==> config.mk <==
export PLATFORM = sky130hd
export DESIGN_NAME = json_unicode_escape_to_utf8
export DESIGN_NICKNAME = d
export VERILOG_FILES = /design/src/sv/jue_pkg.sv /design/src/sv/json_unicode_escape_to_utf8.sv /design/src/sv/jue_front.sv /design/src/sv/jue_fifo.sv /design/src/sv/jue_back.sv
export SDC_FILE = /design/constraint.sdc
export NUM_CORES = 1
export LEC_CHECK = 0
export BUFFER_PORTS_ARGS = -buffer_cell sky130_fd_sc_hd__buf_2
export CAP_MARGIN = 5
export CELL_PAD_IN_SITES_DETAIL_PLACEMENT = 0
export CELL_PAD_IN_SITES_GLOBAL_PLACEMENT = 2
export CORE_AREA = 5 5 143 145
export CTS_BUF_LIST = sky130_fd_sc_hd__clkbuf_4
export CTS_CLUSTER_DIAMETER = 100
export DETAILED_ROUTE_END_ITERATION = 6
export DIE_AREA = 0 0 148 150
export GPL_ROUTABILITY_DRIVEN = 0
export GPL_TIMING_DRIVEN = 0
export PLACE_DENSITY_LB_ADDON = 0.12
export RECOVER_POWER = 25
export SYNTH_ARGS = -nofsm -noshare
export SYNTH_HDL_FRONTEND = slang
export SYNTH_SLANG_ARGS = --single-unit
==> constraint.sdc <==
create_clock -name clk -period 8.4 [get_ports clk]
set_input_delay 0.84 -clock clk [delete_from_list [all_inputs] [get_ports clk]]
set_output_delay 0.84 -clock clk [all_outputs]
set_load 0.005 [all_outputs]
==> src/sv/jue_pkg.sv <==
// Shared types, constants and helper functions for the JSON unicode-escape decoder.
package jue_pkg;

  localparam int unsigned FIFO_DEPTH = 4;
  localparam int unsigned FIFO_PTR_W = $clog2(FIFO_DEPTH);
  localparam int unsigned MAX_BYTES = 4;
  localparam int unsigned BYTE_IDX_W = $clog2(MAX_BYTES);

  typedef enum logic [1:0] {
    STAT_OK      = 2'd0,
    STAT_BAD_ESC = 2'd1,
    STAT_NO_LOW  = 2'd2,
    STAT_BAD_LOW = 2'd3
  } status_t;

  typedef struct packed {
    logic [7:0] text_byte;
    logic       final_byte;
  } in_data_t;

  typedef struct packed {
    logic [7:0] utf8_byte;
    logic       byte_present;
    logic       run_end;
    logic       string_done;
    status_t    status;
  } out_data_t;

  // One queued command: the results caused by one accepted input byte.
  typedef struct packed {
    logic [MAX_BYTES-1:0][7:0] bytes;
    logic [BYTE_IDX_W-1:0]     last_idx;
    logic                      no_byte;
    logic                      done;
    status_t                   status;
  } cmd_t;

  typedef struct packed {
    logic push;
    cmd_t cmd;
  } push_t;

  typedef struct packed {
    logic ok;
    logic [3:0] value;
  } hex_t;

  typedef struct packed {
    logic [MAX_BYTES-1:0][7:0] bytes;
    logic [BYTE_IDX_W-1:0]     last_idx;
  } enc_t;

  localparam logic [7:0] CH_BACKSLASH = 8'h5C;
  localparam logic [7:0] CH_U = 8'h75;

  function automatic hex_t hex_value(input logic [7:0] b);
    hex_t h;
    h.ok = 1'b1;
    h.value = 4'd0;
    case (b) inside
      [8'h30:8'h39]: h.value = b[3:0];
      [8'h41:8'h46], [8'h61:8'h66]: h.value = b[3:0] + 4'd9;
      default: h.ok = 1'b0;
    endcase
    return h;
  endfunction

  // Split a code point into one to four UTF-8 bytes.
  function automatic enc_t utf8_encode(input logic [20:0] cp);
    enc_t e;
    e.bytes = '0;
    if (cp < 21'h80) begin
      e.bytes[0] = cp[7:0];
      e.last_idx = 2'd0;
    end else if (cp < 21'h800) begin
      e.bytes[0] = {3'b110, cp[10:6]};
      e.bytes[1] = {2'b10, cp[5:0]};
      e.last_idx = 2'd1;
    end else if (cp < 21'h10000) begin
      e.bytes[0] = {4'b1110, cp[15:12]};
      e.bytes[1] = {2'b10, cp[11:6]};
      e.bytes[2] = {2'b10, cp[5:0]};
      e.last_idx = 2'd2;
    end else begin
      e.bytes[0] = {5'b11110, cp[20:18]};
      e.bytes[1] = {2'b10, cp[17:12]};
      e.bytes[2] = {2'b10, cp[11:6]};
      e.bytes[3] = {2'b10, cp[5:0]};
      e.last_idx = 2'd3;
    end
    return e;
  endfunction

endpackage

==> src/sv/json_unicode_escape_to_utf8.sv <==
// Top level of the JSON unicode-escape to UTF-8 decoder.
//
//   channel  dir  valid      stall      payload
//   input    in   in_valid   in_stall   in_data  (text_byte, final_byte)
//   result   out  out_valid  out_stall  out_data (utf8_byte, byte_present, run_end,
//                                                string_done, status)
//
// The front end takes one text byte per cycle while the command queue has room.
// The back end emits one result per cycle while out_stall is low, so a byte
// producing N results (1 to 4) holds the back end until all N are out; the
// queue depth sets how far the front end runs ahead before in_stall rises.
// Synchronous active-low reset empties the queue and returns to plain text.
// A stall on the result channel holds the output register; the queue keeps
// absorbing input transactions until it is full.
module json_unicode_escape_to_utf8 (
  input  logic               clk,
  input  logic               rst_n,
  input  logic               in_valid,
  output logic               in_stall,
  input  jue_pkg::in_data_t  in_data,
  output logic               out_valid,
  input  logic               out_stall,
  output jue_pkg::out_data_t out_data
);

  jue_pkg::push_t q_push;
  jue_pkg::cmd_t  q_head;
  logic           q_empty;
  logic           q_full;
  logic           q_pop;

  // Accept input whenever the queue has a free slot.
  assign in_stall = q_full;

  // Parse escapes and classify each byte into a result command.
  jue_front u_front (
    .clk      (clk),
    .rst_n    (rst_n),
    .in_valid (in_valid),
    .in_data  (in_data),
    .q_full   (q_full),
    .q_push   (q_push)
  );

  // Decouple parsing from emission.
  jue_fifo u_fifo (
    .clk   (clk),
    .rst_n (rst_n),
    .wr    (q_push),
    .pop   (q_pop),
    .head  (q_head),
    .empty (q_empty),
    .full  (q_full)
  );

  // Emit the bytes of each command, one transaction per cycle while out_stall is low.
  jue_back u_back (
    .clk       (clk),
    .rst_n     (rst_n),
    .head      (q_head),
    .q_empty   (q_empty),
    .q_pop     (q_pop),
    .out_valid (out_valid),
    .out_stall (out_stall),
    .out_data  (out_data)
  );

endmodule

==> src/sv/jue_front.sv <==
// Front end: parses escape sequences and queues one command per producing byte.
module jue_front (
  input  logic             clk,
  input  logic             rst_n,
  input  logic             in_valid,
  input  jue_pkg::in_data_t in_data,
  input  logic             q_full,
  output jue_pkg::push_t   q_push
);

  typedef enum logic [6:0] {
    ST_PLAIN   = 7'b0000001,
    ST_ESC     = 7'b0000010,
    ST_HEX     = 7'b0000100,
    ST_PAIR_BS = 7'b0001000,
    ST_PAIR_U  = 7'b0010000,
    ST_LHEX    = 7'b0100000,
    ST_HALT    = 7'b1000000
  } state_t;

  state_t      state_r, state_nxt;
  logic [11:0] acc_r, acc_nxt;
  logic [1:0]  cnt_r, cnt_nxt;
  logic [9:0]  hi_r, hi_nxt;

  logic              accept;
  logic [7:0]        b;
  logic              fin;
  jue_pkg::hex_t     dig;
  logic [15:0]       v;
  logic [20:0]       cp;
  jue_pkg::enc_t     enc;
  logic              stop;
  logic              has_byte;
  jue_pkg::status_t  st;
  jue_pkg::cmd_t     cmd;
  logic              push;

  function automatic jue_pkg::status_t cut_status(input state_t s);
    jue_pkg::status_t r;
    case (s)
      ST_ESC, ST_HEX:        r = jue_pkg::STAT_BAD_ESC;
      ST_PAIR_BS, ST_PAIR_U: r = jue_pkg::STAT_NO_LOW;
      ST_LHEX:               r = jue_pkg::STAT_BAD_LOW;
      default:               r = jue_pkg::STAT_OK;
    endcase
    return r;
  endfunction

  assign accept = in_valid && !q_full;
  assign b = in_data.text_byte;
  assign fin = in_data.final_byte;

  always_comb begin
    dig = jue_pkg::hex_value(b);
    v = {acc_r, dig.value};
    cp = (state_r == ST_LHEX) ? 21'h10000 + {1'b0, hi_r, v[9:0]} : {5'd0, v};
    enc = jue_pkg::utf8_encode(cp);
    state_nxt = state_r;
    acc_nxt = acc_r;
    cnt_nxt = cnt_r;
    hi_nxt = hi_r;
    stop = 1'b0;
    has_byte = 1'b0;
    st = jue_pkg::STAT_OK;
    cmd.bytes = '0;
    cmd.last_idx = '0;
    push = 1'b0;

    if (state_r == ST_HALT) begin
      // Drop everything until the string ends.
      if (fin) begin
        state_nxt = ST_PLAIN;
        acc_nxt = '0;
        cnt_nxt = '0;
        hi_nxt = '0;
      end
    end else begin
      if (b == 8'd0) begin
        stop = 1'b1;
        st = cut_status(state_r);
      end else begin
        case (state_r)
          ST_ESC: begin
            if (b == jue_pkg::CH_U) begin
              state_nxt = ST_HEX;
              acc_nxt = '0;
              cnt_nxt = '0;
            end else begin
              has_byte = 1'b1;
              cmd.bytes[0] = b;
              state_nxt = ST_PLAIN;
            end
          end
          ST_PAIR_BS: begin
            if (b == jue_pkg::CH_BACKSLASH) begin
              state_nxt = ST_PAIR_U;
            end else begin
              stop = 1'b1;
              st = jue_pkg::STAT_NO_LOW;
            end
          end
          ST_PAIR_U: begin
            if (b == jue_pkg::CH_U) begin
              state_nxt = ST_LHEX;
              acc_nxt = '0;
              cnt_nxt = '0;
            end else begin
              stop = 1'b1;
              st = jue_pkg::STAT_NO_LOW;
            end
          end
          ST_HEX, ST_LHEX: begin
            if (!dig.ok) begin
              stop = 1'b1;
              st = (state_r == ST_LHEX) ? jue_pkg::STAT_BAD_LOW : jue_pkg::STAT_BAD_ESC;
            end else if (cnt_r != 2'd3) begin
              acc_nxt = v[11:0];
              cnt_nxt = cnt_r + 2'd1;
            end else begin
              acc_nxt = '0;
              if (state_r == ST_HEX) begin
                if (v == 16'd0 || v[15:10] == 6'b110111) begin
                  stop = 1'b1;
                  st = jue_pkg::STAT_BAD_ESC;
                end else if (v[15:10] == 6'b110110) begin
                  hi_nxt = v[9:0];
                  state_nxt = ST_PAIR_BS;
                end else begin
                  has_byte = 1'b1;
                  cmd.bytes = enc.bytes;
                  cmd.last_idx = enc.last_idx;
                  state_nxt = ST_PLAIN;
                end
              end else begin
                if (v[15:10] != 6'b110111) begin
                  stop = 1'b1;
                  st = jue_pkg::STAT_BAD_LOW;
                end else begin
                  has_byte = 1'b1;
                  cmd.bytes = enc.bytes;
                  cmd.last_idx = enc.last_idx;
                  state_nxt = ST_PLAIN;
                end
              end
            end
          end
          default: begin
            if (b == jue_pkg::CH_BACKSLASH) begin
              state_nxt = ST_ESC;
            end else begin
              has_byte = 1'b1;
              cmd.bytes[0] = b;
            end
          end
        endcase
      end

      // String ends in the middle of an escape.
      if (!stop && fin && state_nxt != ST_PLAIN) begin
        stop = 1'b1;
        st = cut_status(state_nxt);
      end

      if (stop) begin
        has_byte = 1'b0;
        state_nxt = fin ? ST_PLAIN : ST_HALT;
        acc_nxt = '0;
        push = 1'b1;
      end else begin
        push = has_byte || fin;
      end
      if (fin) begin
        acc_nxt = '0;
        cnt_nxt = '0;
        hi_nxt = '0;
        if (!stop) begin
          state_nxt = ST_PLAIN;
        end
      end
    end

    cmd.no_byte = !has_byte;
    cmd.done = stop || fin;
    cmd.status = st;
    q_push.push = accept && push;
    q_push.cmd = cmd;
  end

  always_ff @(posedge clk) begin
    if (!rst_n) begin
      state_r <= ST_PLAIN;
      acc_r <= '0;
      cnt_r <= '0;
      hi_r <= '0;
    end else if (accept) begin
      state_r <= state_nxt;
      acc_r <= acc_nxt;
      cnt_r <= cnt_nxt;
      hi_r <= hi_nxt;
    end
  end

endmodule

==> src/sv/jue_fifo.sv <==
// Command queue between the parser front end and the byte emitter.
module jue_fifo (
  input  logic           clk,
  input  logic           rst_n,
  input  jue_pkg::push_t wr,
  input  logic           pop,
  output jue_pkg::cmd_t  head,
  output logic           empty,
  output logic           full
);

  localparam int unsigned PW = jue_pkg::FIFO_PTR_W;

  jue_pkg::cmd_t       mem_r [jue_pkg::FIFO_DEPTH];
  logic [PW-1:0]       wr_ptr_r, wr_ptr_nxt;
  logic [PW-1:0]       rd_ptr_r, rd_ptr_nxt;
  logic [PW:0]         count_r, count_nxt;

  assign empty = (count_r == '0);
  assign full = (count_r == (PW+1)'(jue_pkg::FIFO_DEPTH));
  assign head = mem_r[rd_ptr_r];

  always_comb begin
    wr_ptr_nxt = wr.push ? wr_ptr_r + 1'b1 : wr_ptr_r;
    rd_ptr_nxt = pop ? rd_ptr_r + 1'b1 : rd_ptr_r;
    count_nxt = count_r + (PW+1)'(wr.push) - (PW+1)'(pop);
  end

  always_ff @(posedge clk) begin
    if (!rst_n) begin
      wr_ptr_r <= '0;
      rd_ptr_r <= '0;
      count_r <= '0;
    end else begin
      wr_ptr_r <= wr_ptr_nxt;
      rd_ptr_r <= rd_ptr_nxt;
      count_r <= count_nxt;
    end
  end

  always_ff @(posedge clk) begin
    if (wr.push) begin
      mem_r[wr_ptr_r] <= wr.cmd;
    end
  end

endmodule

==> src/sv/jue_back.sv <==
// Back end: unpacks queued commands into one registered result per cycle while out_stall is low.
module jue_back (
  input  logic               clk,
  input  logic               rst_n,
  input  jue_pkg::cmd_t      head,
  input  logic               q_empty,
  output logic               q_pop,
  output logic               out_valid,
  input  logic               out_stall,
  output jue_pkg::out_data_t out_data
);

  logic [jue_pkg::BYTE_IDX_W-1:0] idx_r, idx_nxt;
  logic                           valid_r, valid_nxt;
  jue_pkg::out_data_t             data_r, data_nxt;
  logic                           load;
  logic                           last;

  always_comb begin
    load = !q_empty && (!valid_r || !out_stall);
    last = head.no_byte || (idx_r == head.last_idx);
    q_pop = load && last;
    idx_nxt = idx_r;
    if (load) begin
      idx_nxt = last ? '0 : idx_r + 1'b1;
    end
    if (load) begin
      valid_nxt = 1'b1;
    end else if (!out_stall) begin
      valid_nxt = 1'b0;
    end else begin
      valid_nxt = valid_r;
    end
    data_nxt.utf8_byte = head.no_byte ? 8'd0 : head.bytes[idx_r];
    data_nxt.byte_present = !head.no_byte;
    data_nxt.run_end = last;
    data_nxt.string_done = last && head.done;
    data_nxt.status = (last && head.done) ? head.status : jue_pkg::STAT_OK;
  end

  always_ff @(posedge clk) begin
    if (!rst_n) begin
      valid_r <= 1'b0;
      idx_r <= '0;
    end else begin
      valid_r <= valid_nxt;
      idx_r <= idx_nxt;
    end
  end

  always_ff @(posedge clk) begin
    if (load) begin
      data_r <= data_nxt;
    end
  end

  assign out_valid = valid_r;
  assign out_data = data_r;

endmodule

; After elaboration in Yosys (flattened, before gate mapping)
; Memory sizes are Yosys's and may differ from the RTL's. A register that Yosys moved wholly into a read port is not among the register bits.
; Index checks and enable logic that the tools add are counted.
[classes]
n_addsub = 8
n_lt_le_gt_ge = 10
n_eq_ne = 31
muxes = 121
reduce_logical = 42
[op_table]
columns = op, count
row1 = 2-to-1 mux 34 bit, 8
row2 = 2-to-1 mux 7 bit, 16
row3 = 2-to-1 mux 10 bit, 11
row4 = 2-to-1 mux 12 bit, 8
row5 = 2-to-1 mux 24 bit, 3
row6 = 2-to-1 mux 26 bit, 2
row7 = 2-to-1 mux 2 bit, 21
row8 = 2-to-1 mux 8 bit, 4
row9 = 2-to-1 mux 1 bit, 31
row10 = one-hot mux 7 bit (4 select lines), 1
row11 = one-hot mux 12 bit (2 select lines), 1
row12 = one-hot mux 8 bit (3 select lines), 1
row13 = adder 17 x 20 -> 21 bit (first input constant), 1
row14 = < comparator 21 x 12 -> 1 bit (second input constant), 1
row15 = < comparator 21 x 17 -> 1 bit (second input constant), 1
row16 = < comparator 21 x 8 -> 1 bit (second input constant), 1
row17 = 2-to-1 mux 21 bit, 1
row18 = 2-to-1 mux 18 bit, 1
row19 = one-hot mux 2 bit (3 select lines), 3
row20 = binary-select mux 8 bit (select 2 bit), 1
row21 = == test 8 x 7 -> 1 bit (second input constant), 2
row22 = greater-or-equal comparator 8 x 7 -> 1 bit (second input constant), 2
row23 = <= comparator 8 x 7 -> 1 bit (second input constant), 2
row24 = zero test 16 bit, 1
row25 = 43 further kinds, 88
[word_totals]
reg_bits = 54
ramBits = 152
output_inout_bits = 15
wordCells = 227
mem_count = 1
[mem_list]
columns = memory, depth, word_bits, read_ports, rd_clocked_by_memory_dff, wr, line
row1 = u_fifo.mem_r, 4, 38, 1, 1, 1, jue_fifo.sv:14  ; jue_pkg::cmd_t mem_r [jue_pkg::FIFO_DEPTH];

; Longest topological paths before layout
; Gate-level depths: netlist of run 1.
[depth]
ltp_word = 24
ltp_mapped = 19

; By module
; A second synthesis of run 1 with hierarchy kept.
[unflattened]
hier_cells = 741
hier_area_um2 = 9878.2
[by_module_without_submodules]
columns = mod, instances, cells_each, area_per_inst_um2
row1 = jue_fifo, 1, 241, 5940.7
row2 = jue_front, 1, 446, 3106.7
row3 = jue_back, 1, 54, 830.8

; Least setup slack after synthesis of run 1
; Ideal clock, no wire load.
[synth_path]
path_kind = input -> register
start = in in_data[2] (netlist bit)
end = reg u_fifo.count_r[2]
arrival_ps = 4205
required_time_ps = 8285
setup_slack_ps = 4080
cell_stages = 19
path_buffers = 1
path_cell_list = inv_1 ha_1 or3b_4 and3_4 buf_6 a2111oi_4 a21oi_2 o21ai_4 a211oi_2 o311a_4 inv_2 ha_1 inv_1 ha_1 inv_1 fa_1 xnor2_1 xnor2_1 and2_1
[synth_via]
elab_chain_len = 24
word_cells_on_any_way = 59
cone_classes = add/sub (3) / order compare (6) / eq/ne (3) / mux (35) / reduce/logical (12)
[synth_rtl]
columns = element, line
row1 = from (decl), json_unicode_escape_to_utf8.sv:20  ; input jue_pkg::in_data_t in_data,
row2 = branches (longest 19 deep; another with greater-or-equal comparator 8 x 7 -> 1 bit), n/a
row3 = 2-to-1 mux 1 bit (*), jue_front.sv:165  ; if (stop) begin
row4 = 2-to-1 mux 1 bit (*), jue_front.sv:70  ; if (state_r == ST_HALT) begin
row5 = logical AND 1 bit (*), jue_front.sv:186  ; q_push.push = accept && push;
row6 = adder 3 x 1 -> 3 bit (*), jue_fifo.sv:26  ; count_nxt = count_r + (PW+1)'(wr.push) - (PW+1)'(pop);
row7 = subtractor 3 x 1 -> 3 bit (*), jue_fifo.sv:26
row8 = to (signal assigned), jue_fifo.sv:37  ; count_r <= count_nxt;
row9 = to (decl), jue_fifo.sv:17  ; logic [PW:0] count_r, count_nxt;
; Mark *: on every way between the ends. The select of a mux whose other input is x is not followed.
; A chain may end at the register's enable or synchronous reset.

; Final worst setup path of run 1
; Same ends and word-level chain as after synthesis.

==> results of run 1 <==
## metrics by stage
stage          hold slack, ns  worst slack (ns)  power, mW
4_1_cts                 0.485              4.05       2.21
6_report                0.485              2.12       2.18
2_1_floorplan           0.441              4.08       1.57
3_5_place_dp            0.468              3.43       1.74
3_3_place_gp            0.450              3.20       1.72
5_1_grt                 0.530              1.92       2.30
## layer usage
metal	up-vias	part of all wire
met5	-	0
met2	183	0.49
met1	3058	0.44
li1	2837	-
met4	0	0.026
met3	44	0.045
## cells by family (layout without fill, tap and decap cells)
group,count (synthesis),count (layout),share of synthesized area
simple gates,248,248,0.145
other cells,0,2,0
flops,192,192,0.581
fa+ha+maj,12,12,0.0172
compound gates,142,142,0.107
xor+xnor,12,12,0.0114
mux,51,51,0.112
buf+inv,56,116,0.0263
## flip-flops by register name, summed over array words and instances (netlist names), named ones only
name              count
u_fifo.mem_r        136
u_back.out_data      13
u_front.acc_r        12
u_front.hi_r         10
u_front.state_r       7
u_fifo.count_r        3
u_back.idx_r          2
u_fifo.rd_ptr_r       2
u_fifo.wr_ptr_r       2
u_front.cnt_r         2
u_back.out_valid      1
## power groups by stage
stage	clock [mW]	combinational, mW	sequential (mW)
6_report	0.478	0.513	1.19
5_1_grt	0.530	0.569	1.20
4_1_cts	0.491	0.534	1.19
3_5_place_dp	0	0.533	1.21
3_3_place_gp	0	0.513	1.21
2_1_floorplan	0	0.358	1.21
## final timing paths
check	from	end	slack, ns
worst max-delay path	in_data[2]	u_fifo.count_r[2]	2.12
worst min-delay path	u_front.cnt_r[1]	u_front.cnt_r[1]	0.49
worst max register to register	u_front.acc_r[3]	u_fifo.count_r[2]	2.49
worst min register to register	u_front.cnt_r[1]	u_front.cnt_r[1]	0.49
## cell type report
class | instances | share of cell area
timing repair buffer | 28 | 0.0188
multi-input combinational | 465 | 0.358
sequential | 192 | 0.541
clock inverter | 13 | 0.0127
buffer | 39 | 0.0171
inverter | 17 | 0.00647
clock buffer | 19 | 0.0145
antenna | 2 | 0.000508
tap | 238 | 0.0302
## worst max-delay path, cell delays in order
cell and delay [ns]:
clkbuf_1 0.25, inv_1 0.13, ha_1 0.24, or3b_1 0.40, and3_1 0.19, buf_6 0.14
a2111oi_0 1.04, a21oi_2 0.16, o21ai_0 1.19, a211oi_2 0.24, o311a_2 0.49, inv_2 0.07
ha_1 0.22, inv_1 0.06, ha_1 0.13, inv_1 0.05, fa_1 0.41, xnor2_1 0.20
xnor2_1 0.16, and2_1 0.17
## layout by cell type, fill, tap and decap left out, drive strengths merged, types with 6 or more instances in the layout
master,instances
edfxtp,149
inv,24
and2,23
nor3,16
dfxtp,43
clkbuf,61
xnor2,8
buf,25
mux2i,8
nor4,8
mux4,41
nor4b,6
o21ai,43
a21boi,13
a21o,6
nand3,38
a22oi,8
nor2,48
and3,8
nor2b,12
ha,11
a21oi,32
nand2,60
==> summary.txt, run 1 <==
Outcome
  – Status: finished, violations left
  – Failing checks: capacitance limit, slew limit

Worst setup path
  – Startpoint types: primary input
  – Setup CP Type: in -> reg
  – Worst setup EP type: flip-flop
  – CP arrival: about 6.8 ns
  – CP required: a little under 9 ns
  – Worst Reg2Reg Path Length in Cells: 17
  – CP Max Fanout: 9

Yosys
  – Mapped Cells: 713
  – Synth Cell Area: approximately 9200 µm²
  – Sequential area share after synthesis: 0.581
  – Most frequent cell after synthesis: edfxtp_1
  – Top cells by area, synth: edfxtp_1 49%, mux4_2 10%, dfxtp_1 9.4%
  – Post-synth top cells: 149 x edfxtp_1, 60 x nand2_1, 48 x nor2_1
  – Share of Yosys cell area claimed by the top area cell type: 0.487
  – Leading area contributor after synthesis: edfxtp_1
  – Ys async rst share: 0
  – Synthesis Warnings: 0
  – Post-synth top flop: edfxtp_1
  – Distinct cells, synth: 76
  – Average size of a mapped cell: 12.9 µm²
  – FF+latch count, synth: 192
  – Post-synth EDFFs: 149
  – Mapped Nets: 738

Power and ir drop
  – Worst vdd ir: 0.0736 mV
  – Total leakage power: 3.17 nW
  – Seq pwr share: 0.545
  – Sw Share: 0.289
  – PD cells: about 220 nW/µm²
  – Clk pwr share: 0.219
  – Comb pwr share: 0.235
  – Internal Power: 1.55 mW
  – Psw: approximately 0.63 mW

Routing
  – Starting DRT DRC Count: about 460
  – Wire per inst: 22.2 µm
  – Drt first pass iters: 5
  – Routed Antenna Nets: 0
  – Avg Vias per Cell: about 6.0
  – Routed WL: 22.5 mm
  – DRC: 0
  – DR vias: 6122

Cells and area
  – Layout area overhead: 7.36%
  – FF/Latch Area: 5340 µm²
  – Utilization after layout: 0.517
  – Layout Nets: 785
  – Fin cells: between 1k and 1.5k
  – Layout cells sized above 1: 0.150
  – Fillers: 1643
  – Area of the multi-input gates: 3530 µm²
  – Final instance area: 9860 µm²

Place
  – DP HPWL: 16.3 mm
  – Area after DPL: 9680 µm²
  – Port buffer count: 24
  – Placed Instances: 979

GRT
  – All-Layer GR Usage: 0.210
  – Grt peak-use layer: met2
  – Total gr overflow: 0
  – First-pass GRT wire length: 35.3 mm
  – GR Util met2: 0.355
  – Grt met1 use: 0.278
  – Met3 Track Usage GR: 0.0339
  – Pin count of the biggest net entering global routing: 34
  – Initial antenna violation count: 1
  – Number of global-route vias before repair: roughly 6.2k

STA
  – Tightest Pin Transition: between 1 and 1.5 ns
  – Max-slew headroom: -0.00488
  – Tcrit/Tclk final: 0.747
  – Clock Skews: 0.0290 ns
  – Unrepaired setup endpoints after global routing: false
  – FMAX: 159 MHz
  – Final min period: approximately 6.3 ns
  – Setup Viol. Count Final: 0
  – Hold Fails Final Rpt: 0
  – Fin. max-slew vios: 1
  – Setup TNS: 0 ns

Job
  – Max-Cap Viols: 1

Clock tree
  – Setup bufs post-CTS: 0
  – Post-CTS Resized: 0
  – Root Driver: clkbuf_4
  – CTS clk-pin slew, worst paths: 0.16 ns
  – CTS max path bufs: 2
  – # hold bufs at CTS: 0
  – TritonCTS clock tree: done
  – H-Tree Level Count: 4
  – Clk sink count: 192
  – Worst-Skew Late Latency: 0.58 ns
  – CTS Buf Count: 17

Die
  – CORE AREA: between 15000 and 20000 µm²
  – Initial Utilization: 0.481
  – DIE HEIGHT: 150 µm
  – I/O Pins: 28
  – Die area: 22200 µm²
  – Die Wd: 148 µm
  – Row count: 51

Hold path
  – Min-Delay Path Class: reg -> reg
  – Hold Path Depth: 2
(Power assumes the default switching activity.)
==> run 2: changes to the inputs <==
--- a/config.mk
+++ b/config.mk
@@ -9,11 +9,11 @@
 export CAP_MARGIN = 5
 export CELL_PAD_IN_SITES_DETAIL_PLACEMENT = 0
 export CELL_PAD_IN_SITES_GLOBAL_PLACEMENT = 2
-export CORE_AREA = 5 5 143 145
+export CORE_AREA = 5 5 156 158
 export CTS_BUF_LIST = sky130_fd_sc_hd__clkbuf_4
 export CTS_CLUSTER_DIAMETER = 100
 export DETAILED_ROUTE_END_ITERATION = 6
-export DIE_AREA = 0 0 148 150
+export DIE_AREA = 0 0 161 163
 export GPL_ROUTABILITY_DRIVEN = 0
 export GPL_TIMING_DRIVEN = 0
 export PLACE_DENSITY_LB_ADDON = 0.12
==> constraint.sdc (replaced) <==
create_clock -name clk -period 5.7 [get_ports clk]
set_input_delay 0.57 -clock clk [delete_from_list [all_inputs] [get_ports clk]]
set_output_delay 0.57 -clock clk [all_outputs]
set_load 0.005 [all_outputs]
==> run 2 against run 1 <==
The flow now finishes without violations. Core utilization shrank 8.3 points. Final cell count grew 5.0%. Non-clock buffer count is the same. Critical path depth shrank 4. Global-route usage shrank 2.3 points. First-iteration DRC count shrank 5.4%. Combinational power grew 49%. Critical endpoint unchanged. Die area grew 18%. Sequential power grew 47%. Total power grew 47%.
==> summary.txt, run 2 (synthesis results as in run 1) <==
Cells and area
  – Largest Register: u_fifo.mem_r (unchanged)
  – Layout cells sized above 1: 0.159 (was 0.150)
  – Largest register FFs: 136 (unchanged)
  – Final instance area: 9950 µm² (was 9860 µm²)
  – Most frequent cells in the layout: 149 x edfxtp_1, 60 x nand2_1, 48 x nor2_1, 43 x dfxtp_1, 41 x mux4_2 (was 149 x edfxtp_1, 60 x nand2_1, 48 x nor2_1, 43 x dfxtp_1, 42 x clkbuf_1)
  – Most common cell after layout, fill and taps aside: edfxtp_1 (unchanged)
  – Layout Nets: 785 (unchanged)
  – Layout area overhead: 8.42% (was 7.36%)

STA
  – WHS: 0.270 ns (was 0.485 ns)
  – Fin. max-slew vios: 0 (was 1)
  – Final min period: 4.55 ns
  – Tcrit/Tclk final: 0.798
  – Clock Skews: 0.0351 ns (was 0.0290 ns)
  – Unrepaired setup endpoints after global routing: false (unchanged)
  – FMAX: around 220 MHz
  – Hold Fails Final Rpt: 0 (unchanged)
  – Setup Viol. Count Final: 0 (unchanged)
  – Setup TNS: 0 ns (unchanged)
  – Tightest Pin Transition: 1.11 ns (was 1.49 ns)
  – Max-slew headroom: 0.251 (was -0.00488)

Power and ir drop
  – Psw: 0.967 mW (was 0.631 mW)
  – PD cells: 323 nW/µm² (was 221 nW/µm²)
  – Total leakage power: 3.18 nW (was 3.17 nW)
  – Sw Share: 0.301 (was 0.289)
  – Seq pwr share: 0.545 (about the same)
  – Comb pwr share: 0.238 (was 0.235)
  – Worst vdd ir: 0.124 mV (was 0.0736 mV)
  – Internal Power: 2.25 mW (was 1.55 mW)
  – Clk pwr share: 0.217 (was 0.219)

Clock tree
  – Post-CTS Resized: 0 (unchanged)
  – # hold bufs at CTS: 0 (unchanged)
  – CTS max path bufs: 2 (unchanged)
  – Worst-Skew Late Latency: 0.57 ns (was 0.58 ns)
  – CTS Buf Count: 17 (unchanged)
  – CTS clk-pin slew, worst paths: 0.16 ns (about the same)
  – Clk sink count: 192 (unchanged)
  – TritonCTS clock tree: done (unchanged)
  – Root Driver: clkbuf_4 (unchanged)
  – H-Tree Level Count: 4 (unchanged)
  – Setup bufs post-CTS: 0 (unchanged)

Place
  – Area after DPL: 9750 µm² (was 9680 µm²)
  – DP HPWL: 17.2 mm (was 16.3 mm)
  – Port buffer count: 24 (unchanged)

Worst setup path
  – CP peak stage delay: 0.52 ns (was 1.19 ns)
  – Worst Reg2Reg Path Length in Cells: 16 (was 17)
  – Crit path cell chain: clkbuf_1 -> nor3_1 -> nand4_1 -> a2111oi_4 -> a2111oi_0 -> o21ai_2 -> o311a_1 -> inv_2 -> ha_1 -> inv_1 -> ha_1 -> inv_1 -> fa_1 -> xnor2_1 -> xnor2_1 -> and2_1 (was clkbuf_1 -> inv_1 -> ha_1 -> or3b_1 -> and3_1 -> buf_6 -> a2111oi_0 -> a21oi_2 -> o21ai_0 -> a211oi_2 -> o311a_2 -> inv_2 -> ha_1 -> inv_1 -> ha_1 -> inv_1 -> fa_1 -> xnor2_1 -> xnor2_1 -> and2_1)
  – CP endpoint: u_fifo.count_r[2] (unchanged)
  – WP buf/inv: 4 (was 6)
  – Setup CP Type: reg -> reg (was in -> reg)
  – Levels on crit path: 16 (was 20)
  – Worst R2R End: u_fifo.count_r[2] (unchanged)
  – Worst R2R Setup Slack: 1.15 ns (was 2.49 ns)
  – Crit-path leading delay family: compound AO/OA/AOI/OAI gates (unchanged)
  – Critical path's slowest cell: nor3_1 (was o21ai_0)
  – Worst flop-to-flop path startpoint: u_front.acc_r[3] (unchanged)
  – CP Max Fanout: 8 (was 9)
  – Startpoint types: flip-flop (was primary input)
  – CP startpoint: u_front.acc_r[3] (was in_data[2])
  – Worst setup EP type: flip-flop (unchanged)
  – CP arrival: 5.02 ns (was 6.79 ns)
  – CP required: 6.17 ns (was 8.91 ns)

GRT
  – All-Layer GR Usage: 0.187 (was 0.210)
  – Total gr overflow: 0 (unchanged)
  – Initial antenna violation count: 1 (unchanged)
  – Number of global-route vias before repair: 6381 (was 6153)
  – First-pass GRT wire length: 37.2 mm (was 35.3 mm)
  – Pin count of the biggest net entering global routing: 26 (was 34)

Routing
  – Starting DRT DRC Count: 436 (was 461)
  – Routed Antenna Nets: 0 (unchanged)
  – Routed WL: 23.9 mm (was 22.5 mm)
  – DRC: 0 (unchanged)
  – Avg Vias per Cell: 5.78 (was 6.04)
  – Wire per inst: 22.4 µm (was 22.2 µm)
  – DR vias: 6145 (was 6122)
  – Drt first pass iters: 5 (unchanged)

Die
  – Initial Utilization: 0.399 (was 0.481)
  – Die area: 26200 µm² (was 22200 µm²)
  – I/O Pins: 28 (unchanged)
  – Die Wd: 161 µm (was 148 µm)
  – CORE AREA: 23000 µm² (was 19100 µm²)
  – DIE HEIGHT: 163 µm (was 150 µm)
  – Row count: 56 (was 51)

Job
  – Max-Cap Viols: 0 (was 1)

Hold path
  – Min-Delay Path Class: in -> reg (was reg -> reg)

Outcome
  – Status: finished, final reports clean (was finished, violations left)
==> run 2: worst min-delay path, cell delays in order <==
cell and delay, ns:
buf_2 0.11, nand2_1 0.05, a21boi_0 0.06
==> run 2: routing by layer <==
layer  up-vias  part of all wire  GRT usage
li1       2833                 -          -
met1      3106              0.45      0.255
met2       163              0.49      0.307
met3        43             0.034     0.0294
met4         0             0.026     0.0659
met5         -                 0          0
==> run 2: power by group through the flow <==
| stage | Clock [mW] | Combinational [mW] | Sequential (mW) |
|---|---|---|---|
| detailed placement | 0 | 0.802 | 1.78 |
| floorplan | 0 | 0.528 | 1.78 |
| global route | 0.778 | 0.850 | 1.76 |
| finish | 0.699 | 0.764 | 1.75 |
| CTS | 0.726 | 0.804 | 1.75 |
| global placement | 0 | 0.771 | 1.78 |
==> run 2: layout make-up <==
cell class / count / area, µm²
Buffer: 39 / 169
Clock buffer: 18 / 135
Inverter: 17 / 63.8
Timing Repair Buffer: 28 / 190
Clock inverter: 14 / 123
Multi-Input combinational cell: 465 / 3570
Fill cell: 2166 / 13000
Sequential cell: 192 / 5340
Antenna cell: 1 / 2.50
Tap cell: 290 / 363
==> run 2: per-stage QoR <==
step | instances | util | total power, mW | setup WS (ns)
after CTS | 1063 | 0.435 | 3.28 | 1.35
after detailed placement | 1031 | 0.424 | 2.59 | 0.986
final | 1064 | 0.433 | 3.21 | 1.15
after floorplan | 713 | - | 2.31 | 1.65
after global placement | 1027 | 0.420 | 2.55 | 0.650
after global routing | 1064 | 0.433 | 3.39 | 0.785
==> run 2: how the worst min path moves through the flow <==
stage	from	to	slack, ns	cells after the start
CTS	out_stall	u_back.out_valid	0.21	3
global route	out_stall	u_back.out_valid	0.20	3
global placement	u_front.cnt_r[0]	u_front.cnt_r[0]	0.45	2
finish	out_stall	u_back.out_valid	0.27	3
detailed placement	u_front.cnt_r[0]	u_front.cnt_r[0]	0.47	2
floorplan	u_front.hi_r[1]	u_front.hi_r[1]	0.44	2
==> run 3: changes to the inputs <==
--- a/config.mk
+++ b/config.mk
@@ -9,11 +9,11 @@
 export CAP_MARGIN = 5
 export CELL_PAD_IN_SITES_DETAIL_PLACEMENT = 0
 export CELL_PAD_IN_SITES_GLOBAL_PLACEMENT = 2
-export CORE_AREA = 5 5 156 158
+export CORE_AREA = 5 5 148 150
 export CTS_BUF_LIST = sky130_fd_sc_hd__clkbuf_4
 export CTS_CLUSTER_DIAMETER = 100
 export DETAILED_ROUTE_END_ITERATION = 6
-export DIE_AREA = 0 0 161 163
+export DIE_AREA = 0 0 153 155
 export GPL_ROUTABILITY_DRIVEN = 0
 export GPL_TIMING_DRIVEN = 0
 export PLACE_DENSITY_LB_ADDON = 0.12
==> constraint.sdc (replaced) <==
create_clock -name clk -period 4.6 [get_ports clk]
set_input_delay 0.46 -clock clk [delete_from_list [all_inputs] [get_ports clk]]
set_output_delay 0.46 -clock clk [all_outputs]
set_load 0.005 [all_outputs]
==> run 3 against run 2 <==
Final cell count is 1.3% lower. Count of clock-buffer cells in the layout fell by 1. Global-route usage up 1.2 points. Combinational power rose by 23%. Register-to-register slack lost 0.82 ns. Routed wire length shrank 2.4%. Critical path type unchanged. Largest power group unchanged.
==> summary.txt, run 3 (synthesis results as in run 1) <==
Clock tree
  – CTS Buf Count: 17 (unchanged)
  – Clk sink count: 192 (unchanged)
  – Worst-Skew Late Latency: 0.59 ns (was 0.57 ns)
  – TritonCTS clock tree: done (unchanged)
  – Root Driver: clkbuf_4 (unchanged)
  – Post-CTS Resized: 0 (unchanged)
  – CTS max path bufs: 2 (unchanged)
  – # hold bufs at CTS: 0 (unchanged)
  – H-Tree Level Count: 4 (unchanged)
  – Setup bufs post-CTS: 0 (unchanged)
  – CTS clk-pin slew, worst paths: 0.16 ns (about the same)

GRT
  – Number of global-route vias before repair: 6302 (was 6381)
  – Pin count of the biggest net entering global routing: 34 (was 26)
  – Initial antenna violation count: 1 (unchanged)
  – First-pass GRT wire length: 36.0 mm (was 37.2 mm)
  – Total gr overflow: 0 (unchanged)
  – All-Layer GR Usage: 0.199 (was 0.187)

STA
  – Tightest Pin Transition: 1.14 ns (was 1.11 ns)
  – Clock Skews: 0.0250 ns (was 0.0351 ns)
  – Fin. max-slew vios: 0 (unchanged)
  – Max-slew headroom: 0.235 (was 0.251)
  – Hold Fails Final Rpt: 0 (unchanged)
  – Unrepaired setup endpoints after global routing: false (unchanged)
  – FMAX: 234 MHz (was 220 MHz)
  – Setup Viol. Count Final: 0 (unchanged)
  – Final worst slack: 0.326 ns (was 1.15 ns)
  – Final min period: 4.27 ns (was 4.55 ns)
  – Tcrit/Tclk final: 0.929 (was 0.798)

Cells and area
  – Most common cell after layout, fill and taps aside: edfxtp_1 (unchanged)
  – Fillers: 1855 (was 2166)
  – Final instance area: 9950 µm² (about the same)
  – Largest Register: u_fifo.mem_r (unchanged)
  – Layout cells sized above 1: 0.159 (unchanged)
  – Layout area overhead: 8.41% (was 8.42%)
  – Largest register FFs: 136 (unchanged)
  – Most frequent cells in the layout: 149 x edfxtp_1, 60 x nand2_1, 48 x nor2_1, 43 x dfxtp_1, 41 x mux4_2 (unchanged)
  – FF/Latch Area: 5340 µm² (unchanged)
  – Area of the multi-input gates: 3590 µm² (was 3570 µm²)
  – Layout Nets: 785 (unchanged)
  – Utilization after layout: 0.484 (was 0.433)

Power and ir drop
  – Comb pwr share: 0.237 (was 0.238)
  – Worst vdd ir: 0.141 mV (was 0.124 mV)
  – Seq pwr share: 0.549 (was 0.545)
  – Clk pwr share: 0.214 (was 0.217)
  – Sw Share: 0.299 (was 0.301)
  – Psw: 1.18 mW (was 0.967 mW)
  – PD cells: 397 nW/µm² (was 323 nW/µm²)
  – Internal Power: 2.77 mW (was 2.25 mW)
  – Total leakage power: 3.17 nW (was 3.18 nW)

Worst setup path
  – CP Max Fanout: 9 (was 8)
  – Worst R2R End: u_fifo.count_r[2] (unchanged)
  – Startpoint types: flip-flop (unchanged)
  – Crit path cell chain: buf_2 -> nor3_1 -> nand4_1 -> a2111oi_4 -> a21oi_2 -> o21ai_4 -> a211oi_2 -> o311a_4 -> inv_2 -> ha_1 -> inv_1 -> ha_1 -> inv_1 -> fa_1 -> xnor2_1 -> xnor2_1 -> and2_1 (was clkbuf_1 -> nor3_1 -> nand4_1 -> a2111oi_4 -> a2111oi_0 -> o21ai_2 -> o311a_1 -> inv_2 -> ha_1 -> inv_1 -> ha_1 -> inv_1 -> fa_1 -> xnor2_1 -> xnor2_1 -> and2_1)
  – Worst Reg2Reg Path Length in Cells: 17 (was 16)
  – CP peak stage delay: 0.54 ns (was 0.52 ns)
  – Setup CP Type: reg -> reg (unchanged)
  – Critical path's slowest cell: a2111oi_4 (was nor3_1)
  – CP startpoint: u_front.acc_r[3] (unchanged)
  – Worst flop-to-flop path startpoint: u_front.acc_r[3] (unchanged)
  – Worst setup EP type: flip-flop (unchanged)
  – CP arrival: 4.77 ns (was 5.02 ns)
  – Worst R2R Setup Slack: 0.33 ns (was 1.15 ns)
  – CP required: 5.10 ns (was 6.17 ns)

Die
  – I/O Pins: 28 (unchanged)
  – Die area: 23700 µm² (was 26200 µm²)
  – Initial Utilization: 0.447 (was 0.399)
  – DIE HEIGHT: 155 µm (was 163 µm)
  – Row count: 53 (was 56)
  – Die Wd: 153 µm (was 161 µm)
  – CORE AREA: 20600 µm² (was 23000 µm²)

Job
  – Max-Cap Viols: 0 (unchanged)

Routing
  – Drt first pass iters: 5 (unchanged)
  – DRC: 0 (unchanged)
  – DR vias: 6147 (was 6145)
  – Routed Antenna Nets: 0 (unchanged)
  – Wire per inst: 22.2 µm (was 22.4 µm)
  – Starting DRT DRC Count: 524 (was 436)
  – Avg Vias per Cell: 5.85 (was 5.78)
  – Routed WL: 23.3 mm (was 23.9 mm)

Place
  – Area after DPL: 9730 µm² (was 9750 µm²)
  – Port buffer count: 24 (unchanged)
  – DP HPWL: 16.9 mm (was 17.2 mm)
  – Dpl ws: 0.0771 ns (was 0.986 ns)

Hold path
  – HP Start: out_stall (unchanged)
  – Min-Delay Path Class: in -> reg (unchanged)
  – Hold Path Sink: u_back.out_valid (unchanged)
  – Hold Path Depth: 3 (unchanged)

Outcome
  – Status: finished, final reports clean (unchanged)
## run 3: how the worst max path moves through the flow
| stage | slack, ns | to | depth (start not counted) |
|---|---|---|---|
| 2_1_floorplan | 0.66 | u_fifo.count_r[2] | 19 |
| 3_3_place_gp | -0.29 | u_fifo.mem_r[0][15] | 11 |
| 3_5_place_dp | 0.08 | u_fifo.count_r[2] | 20 |
| 4_1_cts | 0.32 | u_fifo.count_r[2] | 17 |
| 5_1_grt | 0.04 | u_fifo.count_r[2] | 17 |
| 6_report | 0.33 | u_fifo.count_r[2] | 17 |
## run 3: per-stage QoR
| stage | power, mW | hold WS (ns) | cells | TNS, ns |
|---|---|---|---|---|
| after floorplan | 2.86 | 0.441 | 713 | 0 |
| after global placement | 3.15 | 0.451 | 1012 | -36.32 |
| after detailed placement | 3.19 | 0.469 | 1016 | 0 |
| after CTS | 4.02 | 0.0972 | 1048 | 0 |
| after global routing | 4.17 | 0.0911 | 1050 | 0 |
| final | 3.95 | 0.134 | 1050 | 0 |
## run 3: cell type report
type	count	share of cell area
Clock inverter	15	0.0131
Tap cell	275	0.0346
Buffer	39	0.0171
Inverter	17	0.00641
Multi-Input combinational cell	465	0.361
Clock buffer	17	0.0128
Antenna cell	2	0.000503
Timing Repair Buffer	28	0.0187
Sequential cell	192	0.536
## run 3: routing by layer
layer	global-route usage	up-vias	share of wire
met3	0.0339	42	0.038
met4	0.0704	0	0.026
met1	0.253	3095	0.44
met5	0	-	0
met2	0.346	178	0.50
li1	-	2832	-
## run 3: power groups by stage
stage / Sequential (mW) / Combinational [mW] / Clock, mW
global placement: 2.21 / 0.943 / 0
global route: 2.19 / 1.03 / 0.944
CTS: 2.17 / 0.981 / 0.871
floorplan: 2.21 / 0.654 / 0
detailed placement: 2.21 / 0.979 / 0
finish: 2.17 / 0.937 / 0.847
## run 3: worst max-delay path: cells and delay by family, from the launching register on
kind	cells	cell delay, ns
flops	1	0.33
buf+inv	4	0.35
compound gates	5	1.59
xor+xnor	2	0.28
fa+ha+maj	3	0.75
simple gates	3	0.89
